===== config.mk =====
export PLATFORM = sky130hd
export DESIGN_NAME = tdoa_ekf_measurement_builder
export DESIGN_NICKNAME = d
export VERILOG_FILES = /design/src/hdl/tekf_pkg.sv /design/src/hdl/tdoa_ekf_measurement_builder.sv /design/src/hdl/tekf_root_div.sv
export SDC_FILE = /design/constraint.sdc
export NUM_CORES = 2
export LEC_CHECK = 0
export BUFFER_PORTS_ARGS = -buffer_cell sky130_fd_sc_hd__buf_2
export CORE_MARGIN = 10
export CORE_UTILIZATION = 30
export CTS_CLUSTER_DIAMETER = 40
export DETAILED_ROUTE_END_ITERATION = 16
export HOLD_SLACK_MARGIN = 0.1
export SLEW_MARGIN = 10
export SYNTH_ARGS = -nofsm -noshare
export SYNTH_HDL_FRONTEND = slang
export SYNTH_SLANG_ARGS = --single-unit

===== constraint.sdc =====
create_clock -name clk -period 13.9 [get_ports clk]
set_input_delay 1.39 -clock clk [delete_from_list [all_inputs] [get_ports clk]]
set_output_delay 1.39 -clock clk [all_outputs]
set_load 0.02 [all_outputs]

===== src/hdl/tekf_pkg.sv =====
// ----------------------------------------------------------------------------
// tekf_pkg
// Shared widths, action codes and the request/response types of the
// serial root/divide unit used by the TDoA measurement-row builder.
// ----------------------------------------------------------------------------
package tekf_pkg;

  // Operand widths of the shared root/divide unit
  localparam int RadW  = 66;   // sum of three squared 33-bit deltas
  localparam int NumW  = 49;   // |delta| << 16
  localparam int DistW = 34;   // floor(sqrt(radicand))

  // Input item actions
  localparam logic [1:0] ACT_LOAD_RX    = 2'd0;
  localparam logic [1:0] ACT_LOAD_PRIOR = 2'd1;
  localparam logic [1:0] ACT_LOAD_POST  = 2'd2;
  localparam logic [1:0] ACT_COMPUTE    = 2'd3;

  // Configuration register indexes
  localparam logic CFG_RANGE_VAR = 1'b0;
  localparam logic CFG_DEPTH_VAR = 1'b1;

  typedef enum logic {OP_SQRT, OP_DIV} rd_op_t;

  typedef struct packed {
    logic              start;
    rd_op_t            op;
    logic [RadW-1:0]   rad;
    logic [NumW-1:0]   num;
    logic [DistW-1:0]  den;
  } rd_req_t;

  typedef struct packed {
    logic            busy;
    logic            done;
    logic [NumW-1:0] value;
  } rd_rsp_t;

endpackage


===== src/hdl/tdoa_ekf_measurement_builder.sv =====
// ----------------------------------------------------------------------------
// tdoa_ekf_measurement_builder
// Builds EKF measurement rows (Jacobian, measured, predicted, noise) for
// range-difference tag location from stored receiver and tag estimates.
// ----------------------------------------------------------------------------
// Usage:
//   Input channel (in_valid/in_stall): one item per transfer. Loads of a
//   receiver, prior or posterior estimate are taken while idle and give
//   no result. A compute item raises in_stall until its last row is latched.
//   Output channel (out_valid/out_stall): one row per transfer, range rows
//   for the set mask bits in order 12, 23, 13, then the depth row with last.
//   Sequence: each of the three distances needs three bit-serial squares
//   and a serial root on the shared root/divide unit, then three serial
//   divides (skipped, giving a zero unit component, when the distance is
//   zero); each emitted row needs three serial products and an output step,
//   and a masked-off row is skipped.
//   A stalled row holds in the output register; the sequencer waits on it.
//   Reset clears stored positions and estimates to zero and both noise
//   variances to 1.0 (unsigned Q15.16). Configuration writes are registered.
// ----------------------------------------------------------------------------
module tdoa_ekf_measurement_builder (
  input  logic        clk,
  input  logic        rst,
  input  logic        cfg_we,
  input  logic        cfg_index,
  input  logic [30:0] cfg_data,
  input  logic        in_valid,
  output logic        in_stall,
  input  logic [1:0]  action,
  input  logic [1:0]  receiver_index,
  input  logic signed [31:0] value_a,
  input  logic signed [31:0] value_b,
  input  logic signed [31:0] value_c,
  input  logic signed [31:0] tag_depth,
  input  logic [2:0]  valid_mask,
  output logic        out_valid,
  input  logic        out_stall,
  output logic [1:0]  row_index,
  output logic signed [18:0] jac_north,
  output logic signed [18:0] jac_east,
  output logic signed [18:0] jac_down,
  output logic signed [31:0] measured,
  output logic signed [31:0] predicted,
  output logic [31:0] noise_diag,
  output logic [30:0] noise_cross,
  output logic        is_depth_row,
  output logic        last
);
  import tekf_pkg::*;

  typedef enum logic [3:0] {
    S_IDLE, S_SQ_LD, S_SQ_RUN, S_SQRT, S_SQRT_WAIT, S_DIV_LD, S_DIV_WAIT,
    S_ERR_LD, S_ERR_RUN, S_ERR_ACC, S_EMIT
  } state_t;

  state_t state;

  // Stored positions, estimates and noise settings
  logic [31:0] rx [9];
  logic [31:0] prior [3];
  logic [31:0] post [3];
  logic [30:0] rng_var, dep_var;

  // Latched compute item
  logic [31:0] m_a, m_b, m_c, m_depth;
  logic [2:0]  mask;

  // Sequencer counters and serial datapath
  logic [1:0]       ri, ci, rk, n;
  logic [5:0]       bc;
  logic [RadW-1:0]  sumsq, mc;
  logic [32:0]      mr;
  logic [DistW-1:0] rdist [3];
  logic [17:0]      unit [3][3];
  logic [53:0]      acc;
  logic [50:0]      pr, pc;
  logic [17:0]      jm;
  logic             psign;

  rd_req_t req;
  rd_rsp_t rsp;

  tekf_root_div u_rd (
    .clk (clk),
    .rst (rst),
    .req (req),
    .rsp (rsp)
  );

  // Delta from prior to the selected receiver component
  logic [3:0]  rx_addr;
  logic [31:0] rx_sel, pri_sel, post_sel;
  logic [32:0] dl, dl_mag, dd, dd_mag;

  assign rx_addr  = 4'({ri, 1'b0}) + 4'(ri) + 4'(ci);
  assign rx_sel   = rx[rx_addr];
  assign pri_sel  = prior[ci];
  assign post_sel = post[ci];
  assign dl       = {rx_sel[31], rx_sel} - {pri_sel[31], pri_sel};
  assign dl_mag   = dl[32] ? (33'd0 - dl) : dl;
  assign dd       = {post_sel[31], post_sel} - {pri_sel[31], pri_sel};
  assign dd_mag   = dd[32] ? (33'd0 - dd) : dd;

  // Jacobian row for the current row slot
  logic [18:0] jr [3];
  always_comb begin
    for (int c = 0; c < 3; c++) begin
      case (rk)
        2'd0: jr[c] = {unit[1][c][17], unit[1][c]} - {unit[0][c][17], unit[0][c]};
        2'd1: jr[c] = {unit[2][c][17], unit[2][c]} - {unit[1][c][17], unit[1][c]};
        2'd2: jr[c] = {unit[2][c][17], unit[2][c]} - {unit[0][c][17], unit[0][c]};
        default: jr[c] = (c == 2) ? 19'd65536 : 19'd0;
      endcase
    end
  end

  logic [18:0] jsel;
  logic [17:0] jmag;
  assign jsel = jr[ci];
  assign jmag = 18'(jsel[18] ? (19'd0 - jsel) : jsel);

  // Predicted value with saturation
  logic [34:0] est;
  logic [37:0] err;
  logic [39:0] psum;
  logic [31:0] pred, meas, neg_c;

  always_comb begin
    case (rk)
      2'd0: est = {1'b0, rdist[0]} - {1'b0, rdist[1]};
      2'd1: est = {1'b0, rdist[1]} - {1'b0, rdist[2]};
      2'd2: est = {1'b0, rdist[0]} - {1'b0, rdist[2]};
      default: est = {{3{prior[2][31]}}, prior[2]};
    endcase
  end

  assign err  = acc[53:16];
  assign psum = {{5{est[34]}}, est} + {{2{err[37]}}, err};

  always_comb begin
    if (!psum[39] && (|psum[38:31]))
      pred = 32'h7fff_ffff;
    else if (psum[39] && !(&psum[38:31]))
      pred = 32'h8000_0000;
    else
      pred = psum[31:0];
  end

  assign neg_c = (m_c == 32'h8000_0000) ? 32'h7fff_ffff : (32'd0 - m_c);

  always_comb begin
    case (rk)
      2'd0: meas = m_a;
      2'd1: meas = m_b;
      2'd2: meas = neg_c;
      default: meas = m_depth;
    endcase
  end

  // Root/divide requests
  always_comb begin
    req.start = (state == S_SQRT) || ((state == S_DIV_LD) && (rdist[ri] != '0));
    req.op    = (state == S_SQRT) ? OP_SQRT : OP_DIV;
    req.rad   = sumsq;
    req.num   = {dl_mag, 16'd0};
    req.den   = rdist[ri];
  end

  assign in_stall = (state != S_IDLE);

  logic [31:0] vals [3];
  assign vals[0] = value_a;
  assign vals[1] = value_b;
  assign vals[2] = value_c;

  logic [17:0] qx;
  assign qx = {1'b0, rsp.value[16:0]};

  // Configuration registers
  always_ff @(posedge clk) begin
    if (rst) begin
      rng_var <= 31'd65536;
      dep_var <= 31'd65536;
    end else if (cfg_we) begin
      if (cfg_index == CFG_RANGE_VAR) rng_var <= cfg_data;
      if (cfg_index == CFG_DEPTH_VAR) dep_var <= cfg_data;
    end
  end

  // Sequencer, stores and output register
  always_ff @(posedge clk) begin
    if (rst) begin
      state     <= S_IDLE;
      out_valid <= 1'b0;
      for (int e = 0; e < 9; e++) rx[e] <= '0;
      for (int j = 0; j < 3; j++) begin
        prior[j] <= '0;
        post[j]  <= '0;
      end
    end else begin
      if (out_valid && !out_stall) out_valid <= 1'b0;
      case (state)
        S_IDLE: begin
          if (in_valid) begin
            case (action)
              ACT_LOAD_RX: begin
                for (int r = 0; r < 3; r++)
                  for (int j = 0; j < 3; j++)
                    if (receiver_index == 2'(r)) rx[r*3+j] <= vals[j];
              end
              ACT_LOAD_PRIOR: for (int j = 0; j < 3; j++) prior[j] <= vals[j];
              ACT_LOAD_POST:  for (int j = 0; j < 3; j++) post[j] <= vals[j];
              default: begin
                m_a     <= value_a;
                m_b     <= value_b;
                m_c     <= value_c;
                m_depth <= tag_depth;
                mask    <= valid_mask;
                ri      <= '0;
                ci      <= '0;
                sumsq   <= '0;
                state   <= S_SQ_LD;
              end
            endcase
          end
        end
        // sum of squares, one multiplier bit per cycle
        S_SQ_LD: begin
          mc    <= RadW'(dl_mag);
          mr    <= dl_mag;
          bc    <= 6'd32;
          state <= S_SQ_RUN;
        end
        S_SQ_RUN: begin
          if (mr[0]) sumsq <= sumsq + mc;
          mc <= {mc[RadW-2:0], 1'b0};
          mr <= {1'b0, mr[32:1]};
          bc <= bc - 6'd1;
          if (bc == 6'd0) begin
            if (ci == 2'd2) begin
              ci    <= '0;
              state <= S_SQRT;
            end else begin
              ci    <= ci + 2'd1;
              state <= S_SQ_LD;
            end
          end
        end
        S_SQRT: state <= S_SQRT_WAIT;
        S_SQRT_WAIT: begin
          if (rsp.done) begin
            rdist[ri] <= rsp.value[DistW-1:0];
            ci        <= '0;
            state     <= S_DIV_LD;
          end
        end
        // unit vector components; zero distance gives zero
        S_DIV_LD: begin
          if (rdist[ri] == '0) begin
            unit[ri][ci] <= '0;
            if (ci == 2'd2) begin
              ci <= '0;
              if (ri == 2'd2) begin
                rk    <= '0;
                n     <= '0;
                acc   <= '0;
                state <= S_ERR_LD;
              end else begin
                ri    <= ri + 2'd1;
                sumsq <= '0;
                state <= S_SQ_LD;
              end
            end else begin
              ci <= ci + 2'd1;
            end
          end else begin
            state <= S_DIV_WAIT;
          end
        end
        S_DIV_WAIT: begin
          if (rsp.done) begin
            unit[ri][ci] <= dl[32] ? (18'd0 - qx) : qx;
            if (ci == 2'd2) begin
              ci <= '0;
              if (ri == 2'd2) begin
                rk    <= '0;
                n     <= '0;
                acc   <= '0;
                state <= S_ERR_LD;
              end else begin
                ri    <= ri + 2'd1;
                sumsq <= '0;
                state <= S_SQ_LD;
              end
            end else begin
              ci    <= ci + 2'd1;
              state <= S_DIV_LD;
            end
          end
        end
        // stage error: jac . (posterior - prior), one jac bit per cycle
        S_ERR_LD: begin
          if (rk != 2'd3 && !mask[rk]) begin
            rk <= rk + 2'd1;
          end else begin
            pc    <= 51'(dd_mag);
            jm    <= jmag;
            psign <= jsel[18] ^ dd[32];
            pr    <= '0;
            bc    <= 6'd17;
            state <= S_ERR_RUN;
          end
        end
        S_ERR_RUN: begin
          if (jm[0]) pr <= pr + pc;
          pc <= {pc[49:0], 1'b0};
          jm <= {1'b0, jm[17:1]};
          bc <= bc - 6'd1;
          if (bc == 6'd0) state <= S_ERR_ACC;
        end
        S_ERR_ACC: begin
          acc <= acc + (psign ? (54'd0 - {3'b000, pr}) : {3'b000, pr});
          if (ci == 2'd2) begin
            ci    <= '0;
            state <= S_EMIT;
          end else begin
            ci    <= ci + 2'd1;
            state <= S_ERR_LD;
          end
        end
        // hand the row to the output register once it is free
        S_EMIT: begin
          if (!out_valid || !out_stall) begin
            out_valid    <= 1'b1;
            row_index    <= n;
            jac_north    <= jr[0];
            jac_east     <= jr[1];
            jac_down     <= jr[2];
            measured     <= meas;
            predicted    <= pred;
            noise_diag   <= (rk == 2'd3) ? {1'b0, dep_var} : {rng_var, 1'b0};
            noise_cross  <= (rk == 2'd3) ? 31'd0 : rng_var;
            is_depth_row <= (rk == 2'd3);
            last         <= (rk == 2'd3);
            n            <= n + 2'd1;
            acc          <= '0;
            if (rk == 2'd3) begin
              state <= S_IDLE;
            end else begin
              rk    <= rk + 2'd1;
              state <= S_ERR_LD;
            end
          end
        end
        default: state <= S_IDLE;
      endcase
    end
  end

  // Checks
  a_unit_idle: assert property (@(posedge clk) disable iff (rst)
    (state == S_IDLE) |-> !rsp.busy)
    else $error("root/divide unit busy while sequencer idle");

  a_compute_blocks: assert property (@(posedge clk) disable iff (rst)
    (in_valid && !in_stall && action == ACT_COMPUTE) |=> in_stall)
    else $error("compute transfer did not block the input");

  a_last_depth: assert property (@(posedge clk) disable iff (rst)
    out_valid |-> (last == is_depth_row))
    else $error("last row is not the depth row");

  a_emit_wait: assert property (@(posedge clk) disable iff (rst)
    (state == S_EMIT && out_valid && out_stall) |=> (state == S_EMIT))
    else $error("row emitted over a stalled output");

endmodule


===== src/hdl/tekf_root_div.sv =====
// ----------------------------------------------------------------------------
// tekf_root_div
// Bit-serial integer square root (one result bit per cycle) and restoring
// divider (one quotient bit per cycle), sharing one remainder register.
// ----------------------------------------------------------------------------
module tekf_root_div (
  input  logic              clk,
  input  logic              rst,
  input  tekf_pkg::rd_req_t req,
  output tekf_pkg::rd_rsp_t rsp
);
  import tekf_pkg::*;

  typedef enum logic [1:0] {U_IDLE, U_SQRT, U_DIV} ustate_t;

  ustate_t             st;
  rd_op_t              op;
  logic                done;
  logic [5:0]          cnt;
  logic [RadW+1:0]     rad;
  logic [36:0]         rem;
  logic [DistW-1:0]    root;
  logic [NumW-1:0]     dvd;
  logic [DistW-1:0]    den;

  // square root step: bring in two radicand bits, try (root<<2)|1
  logic [36:0] rem_s, trial;
  logic        sq_ge;
  // divide step: bring in one dividend bit, try the divisor
  logic [34:0] rem_d;
  logic        dv_ge;

  assign rem_s = {rem[34:0], rad[RadW+1:RadW]};
  assign trial = {1'b0, root, 2'b01};
  assign sq_ge = rem_s >= trial;
  assign rem_d = {rem[33:0], dvd[NumW-1]};
  assign dv_ge = rem_d >= {1'b0, den};

  always_ff @(posedge clk) begin
    if (rst) begin
      st   <= U_IDLE;
      done <= 1'b0;
    end else begin
      done <= 1'b0;
      case (st)
        U_IDLE: begin
          if (req.start) begin
            op  <= req.op;
            rem <= '0;
            if (req.op == OP_SQRT) begin
              rad  <= {2'b00, req.rad};
              root <= '0;
              cnt  <= 6'd33;
              st   <= U_SQRT;
            end else begin
              dvd <= req.num;
              den <= req.den;
              cnt <= 6'd48;
              st  <= U_DIV;
            end
          end
        end
        U_SQRT: begin
          rem  <= sq_ge ? (rem_s - trial) : rem_s;
          root <= {root[DistW-2:0], sq_ge};
          rad  <= {rad[RadW-1:0], 2'b00};
          cnt  <= cnt - 6'd1;
          if (cnt == 6'd0) begin
            st   <= U_IDLE;
            done <= 1'b1;
          end
        end
        U_DIV: begin
          rem <= {2'b00, (dv_ge ? (rem_d - {1'b0, den}) : rem_d)};
          dvd <= {dvd[NumW-2:0], dv_ge};
          cnt <= cnt - 6'd1;
          if (cnt == 6'd0) begin
            st   <= U_IDLE;
            done <= 1'b1;
          end
        end
        default: st <= U_IDLE;
      endcase
    end
  end

  assign rsp.busy  = (st != U_IDLE);
  assign rsp.done  = done;
  assign rsp.value = (op == OP_SQRT) ? NumW'(root) : dvd;

endmodule

## Word level (Yosys, flattened, before mapping)

Memory sizes are Yosys's and may differ from the RTL's. A register that Yosys moved wholly into a read port is not among the register bits.
Cells that the tools add are included.

- Register bits: 969
- Bits in writable memories: 744
- Output and inout bits: 190
- Word-level logic and storage cells: 496
- Memories kept: 5

Memories:

| name | depth | width | rd ports | clocked after memory_dff | wr ports | RTL line | text |
|---|---|---|---|---|---|---|---|
| rx | 9 | 32 | 1 | 0 | 9 | tdoa_ekf_measurement_builder.sv:59 | `logic [31:0] rx [9];` |
| unit | 3 | 54 | 3 | 0 | 1 | tdoa_ekf_measurement_builder.sv:74 | `logic [17:0] unit [3][3];` |
| rdist | 3 | 34 | 4 | 1 | 1 | tdoa_ekf_measurement_builder.sv:73 | `logic [DistW-1:0] rdist [3];` |
| post | 3 | 32 | 1 | 1 | 3 | tdoa_ekf_measurement_builder.sv:61 | `logic [31:0] post [3];` |
| prior | 3 | 32 | 2 | 1 | 3 | tdoa_ekf_measurement_builder.sv:60 | `logic [31:0] prior [3];` |

- Add/sub/neg operators: 34
- $lt $le $gt $ge: 5
- Eq/ne operators: 41
- Muxes and demuxes: 227
- Bitwise gates (word level): 77
- Reductions and logical operators: 65

Operators with widths:

| kind | number |
|---|---|
| $mux W32 | 17 |
| $mux W66 | 7 |
| $mux W54 | 8 |
| $pmux W66 S4 | 1 |
| $pmux W54 S4 | 1 |
| $pmux W35 S3 | 2 |
| $pmux W51 S2 | 2 |
| $pmux W19 S3 | 3 |
| $sub A18 B18 Y19 | 9 |
| $mux W51 | 3 |
| $mux W68 | 2 |
| $pmux W68 S2 | 1 |
| $pmux W66 S2 | 1 |
| $mux W35 | 3 |
| $sub A34 B34 Y35 | 3 |
| $mux W34 | 3 |
| $mux W1 | 99 |
| $mux W49 | 2 |
| $pmux W49 S2 | 1 |
| $pmux W32 S3 | 1 |
| $mux W18 | 4 |
| $or A1 B1 Y1 | 69 |
| $pmux W34 S2 | 1 |
| $add A66 B66 Y66 | 1 |
| 76 further kinds | 205 |

## Logic depth before layout (Yosys ltp)

An unclocked memory read counts as a cell.

- Depth in word-level cells: 10
- Depth in mapped cells: 34
- Depth with buffers taken out: 30

## Hierarchy

From an unflattened synthesis, not the netlist that was laid out.

- Cell total of the unflattened synthesis: 9015
- Area total of the unflattened synthesis: 100864.2 um^2

Modules (own cells, without submodules):

| module | instances | cells an instance | area an instance (um^2) |
|---|---|---|---|
| tdoa_ekf_measurement_builder | 1 | 7694 | 86538.0 |
| tekf_root_div | 1 | 1321 | 14326.2 |

## Worst setup path after synthesis

Ideal clock, no wire load.

- Kind: input to register
- From: input action[1]
- To: memory rx[0][0], enable pin
- Arrival time: 11.315 ns
- Required time: 13.086 ns
- Setup slack: 1.771 ns
- Cell stages on the path: 2
- Path buffers: 0
- Path through: nand3b_1 o41ai_1

RTL lines:

| element | RTL line | text |
|---|---|---|
| start, declared | tdoa_ekf_measurement_builder.sv:29 | `input logic [1:0] action,` |
| end, declared | tdoa_ekf_measurement_builder.sv:59 |  |

## Final worst setup path

- From: register rk[0]
- To: register predicted[17], data pin

- Longest elaborated chain between the ends: 7
- Elaborated cells on any way between the ends: 12
- Those cells by class: 1 x add/sub; 2 x eq/ne; 2 x mux; 7 x reduce/logical

RTL lines:

| element | RTL line | text |
|---|---|---|
| start, declared | tdoa_ekf_measurement_builder.sv:69 | `logic [1:0] ri, ci, rk, n;` |
| start signal, assigned | tdoa_ekf_measurement_builder.sv:304 | `rk <= rk + 2'd1;` |
| start signal, assigned | tdoa_ekf_measurement_builder.sv:350 | `rk <= rk + 2'd1;` |
| $eq A2 B2 Y1, or another cell as far along | tdoa_ekf_measurement_builder.sv:129 | `case (rk)` |
| $pmux W35 S3 (*) | tdoa_ekf_measurement_builder.sv:129 |  |
| $add A35 B38 Y39 (*) | tdoa_ekf_measurement_builder.sv:138 | `assign psum = {{5{est[34]}}, est} + {{2{err[37]}}, err};` |
| $reduce_and A8 Y1 | tdoa_ekf_measurement_builder.sv:143 | `else if (psum[39] && !(&psum[38:31]))` |
| $logic_not A1 Y1 | tdoa_ekf_measurement_builder.sv:143 |  |
| $logic_and A1 B1 Y1 | tdoa_ekf_measurement_builder.sv:143 |  |
| $mux W32 | tdoa_ekf_measurement_builder.sv:143 |  |
| end signal, assigned | tdoa_ekf_measurement_builder.sv:340 | `predicted <= pred;` |
| end, declared | tdoa_ekf_measurement_builder.sv:43 | `output logic signed [31:0] predicted,` |

Mark *: on every way between the ends. The rest lies on a longest branch, timed or not.
A chain may end at the register's enable or synchronous reset.

==> results.tsv <==
stage	metric	value	unit
synthesis	syn avg cell area	11.2	µm²
grt	GRT overflow	0	
place	count of input and output buffers	361	
worst_setup_path	CP Launch Point	rk[0]$_SDFFCE_PN0P_	
layout	# fillers	32800	
synthesis	most used flip-flop cell after synthesis	edfxtp_1	
synthesis	Synth top cells by count	edfxtp_1 (1676), nor2_1 (681), a21oi_1 (662)	
layout	layout cells sized above 1	13.5	%
routing	Vias	72400	
timing	worst rel slew slack	24.2	%
timing	final period utilization	63.1	%
power	PwrDens	220	mW/mm²
synthesis	top cell type by total area after synthesis	edfxtp_1	
grt	initial antenna violation count	31	
clocking	CTS tree	done	
grt	vias in the first global route	70400	
routing	WL final	299	mm
worst_setup_path	kind of critical path	reg -> reg	
floorplanning	core area	0.333	mm²
routing	met2 wire length	139	mm
timing	max frequency	0.114	GHz
routing	number of iterations in the first detailed-routing pass	6	
place	Placer Congestion	0.911	
timing	max-slew violations	0	
grt	first-pass GRT wire length	444	mm
timing	total negative slack	0	ps
routing	Met1 Wirelength	132	mm
floorplanning	row count	212	
clocking	CTS H-tree lvls	5	
timing	min cycle time layout	8760	ps
timing	Final Skew	71.5	ps
synthesis	mapped cell area	0.100	mm²
hold_path	worst hold path endpoint	rng_var[25]$_SDFFE_PP0P_	
worst_setup_path	reg2reg end	predicted[17]$_SDFFCE_PP1P_	
clocking	Hold-fix buffers, CTS	0	
layout	Synth-to-Final Area Change	17.1	%
synthesis	most common cell in the netlist	edfxtp_1	
worst_setup_path	R2R depth	31	
synthesis	warning count from the yosys run	0	
synthesis	Synth Instances	9003	
synthesis	synth top area cells	edfxtp_1 (50%), ha_1 (6.8%), a21oi_1 (3.3%), xnor2_1 (3.1%), mux2i_1 (2.6%)	
place	DP HPWL	220	mm
floorplanning	Starting Density	30.1	%
layout	Final nets	10100	
floorplanning	die height	598	µm
hold_path	Hold Crit Class	reg -> reg	
clocking	CTS resizes	0	
clocking	Root Driver	clkbuf_16	
routing	DR iter-0 viols	6676	
floorplanning	Die ar.	0.358	mm²
outcome	run status	completed	
power	Max VDD drop	0.000279	V
worst_setup_path	critical path's slowest cell	a2111oi_0	
timing	final setup violation count	0	
hold_path	worst hold stages	2	
routing	DR top layer	met5	
clocking	worst skew pair latency	920	ps
synthesis	post-synthesis net count	9736	
clocking	Clk pin slew, worst setup/hold paths	50	ps
synthesis	flops & latches, synth	1750	
worst_setup_path	crit-path max cell delay	860	ps
routing	routed length per placed instance	21.3	µm
timing	actual slew at the worst max-slew pin	1120	ps
clocking	CTS Buffer Depth	4	
worst_setup_path	Worst path most repeated cell	o21ai_0	
synthesis	Synth cell types	112	
worst_setup_path	worst r2r src	rk[0]$_SDFFCE_PN0P_	
timing	RSZ-0062 raised after global routing	false	
routing	antenna-violating nets left	0	
floorplanning	width of the die	598	µm
grt	Total GRT Usage	15.9	%
clocking	CTS buffer count	296	
place	dpl cell area	0.107	mm²
floorplanning	num ports	362	
routing	# DRC	0	
worst_setup_path	crit path launch type	register	
layout	Final Cell Area	0.118	mm²
grt	largest net degree at the start of global routing	132	
synthesis	Post-synth EDFFs	1676	
worst_setup_path	CP arrival	9330	ps
routing	drt via density	5.15	
worst_setup_path	Required @ worst endpoint	14470	ps
clocking	total clock sinks	1750	
worst_setup_path	register-to-register setup slack	5140	ps
hold_path	hold path start	rng_var[25]$_SDFFE_PP0P_	
clocking	post-CTS setup buffers	0	
synthesis	area fraction of the dominant cell type after synthesis	50.1	%
timing	Hold Vio Cnt, Final	0	
run	max_cap viols	0	
power	Pleak	45.2	nW
worst_setup_path	critical path fanouts, max	39	
routing	wire length on met3	19.6	mm
synthesis	sequential share of the synthesized area	51.6	%
synthesis	share of synthesized flip-flops with an asynchronous set or reset	0	%
worst_setup_path	Critical Path Sink Type	register	
[per-stage QoR]
stage / std cells / hold slack, ps / utilization, % / worst slack, ps / total power, mW
after floorplan: 9003 / 432 / - / 1770 / 15.4
after global placement: 13500 / 437 / 32.2 / 5110 / 18.4
after detailed placement: 13500 / 442 / 32.2 / 5170 / 18.5
after CTS: 14000 / 448 / 35.3 / 5140 / 26.0
after global routing: 14000 / 460 / 35.3 / 4410 / 27.4
final: 14000 / 447 / 35.3 / 5140 / 25.9
[layer usage]
metal,vias up,GRT usage (%)
li1,34400,-
met1,35200,21.4
met2,2186,26.2
met3,473,2.81
met4,4,4.79
met5,-,0
[report_power, final]
group	internal, mW	total, mW	switching [mW]
Combinational	4.33	11.2	6.85
Sequential	7.00	7.29	0.290
Clock	4.64	7.41	2.77
[flip-flops by register name, indices dropped and copies added (netlist names), 49 cells and up, named ones only]
name and count:
post 96, acc 54, rdist 136, u_rd.dvd 49, prior 96, unit 162
u_rd.rad 68, rx 288, mc 66, pc 51, sumsq 66, pr 51
[worst max-delay path, delay by kind of cell, from the launching register on]
| kind | cells | cell delay (ps) |
|---|---|---|
| AOI/OAI and AO/OA | 18 | 4920 |
| xor gates and xnor gates | 1 | 140 |
| adders and majority gates | 4 | 1150 |
| buffers and inverters | 3 | 960 |
| DFF | 1 | 520 |
| muxes | 1 | 270 |
| and+or+nand+nor | 4 | 490 |
[how the worst max path moves through the flow]
stage,to
after floorplan,rx[0][0]$_DFFE_PP_
after global placement,predicted[7]$_SDFFCE_PP1P_
after detailed placement,predicted[17]$_SDFFCE_PP1P_
after CTS,predicted[12]$_SDFFCE_PP1P_
after global routing,predicted[12]$_SDFFCE_PP1P_
final,predicted[17]$_SDFFCE_PP1P_
[logic make-up after synthesis]
logic type	Yosys count	share of synthesized area [%]
xor+xnor	561	4.92
flops	1750	51.6
mux	466	6.00
simple gates	2606	12.8
compound gates	2274	14.6
buf+inv	785	2.95
fa+ha+maj	561	7.12
[layout make-up]
class,instances,area (µm²),share of cell area (%)
Tap cell,4387,5490,4.67
Multi-Input combinational cell,6468,45900,39.1
Timing Repair Buffer,463,2590,2.20
Clock inverter,214,2440,2.08
Antenna cell,14,35.0,0.0298
Sequential cell,1750,51800,44.1
Inverter,416,1560,1.33
Clock buffer,327,7690,6.54
[placed cells by master, fill, tap and decap left out, types with 71 or more instances in the layout]
| cell | instances |
|---|---|
| clkbuf_16 | 302 |
| edfxtp_1 | 1676 |
| a21oi_1 | 661 |
| and3_1 | 105 |
| o21ai_0 | 464 |
| o21a_1 | 99 |
| nand2_1 | 648 |
| ha_1 | 535 |
| dfxtp_1 | 71 |
| buf_2 | 360 |
| nand2b_1 | 91 |
| buf_4 | 102 |
| mux4_2 | 98 |
| xor2_1 | 207 |
| nor2_1 | 678 |
| o21bai_1 | 79 |
| mux2i_1 | 264 |
| inv_1 | 414 |
| xnor2_1 | 352 |
| nand3_1 | 129 |
| mux2_2 | 104 |
| a31oi_1 | 89 |
| nor2b_1 | 131 |
| a21o_1 | 265 |
| and2_1 | 389 |
| nor3_1 | 151 |
Note: power is estimated with default switching activity, not from simulation.
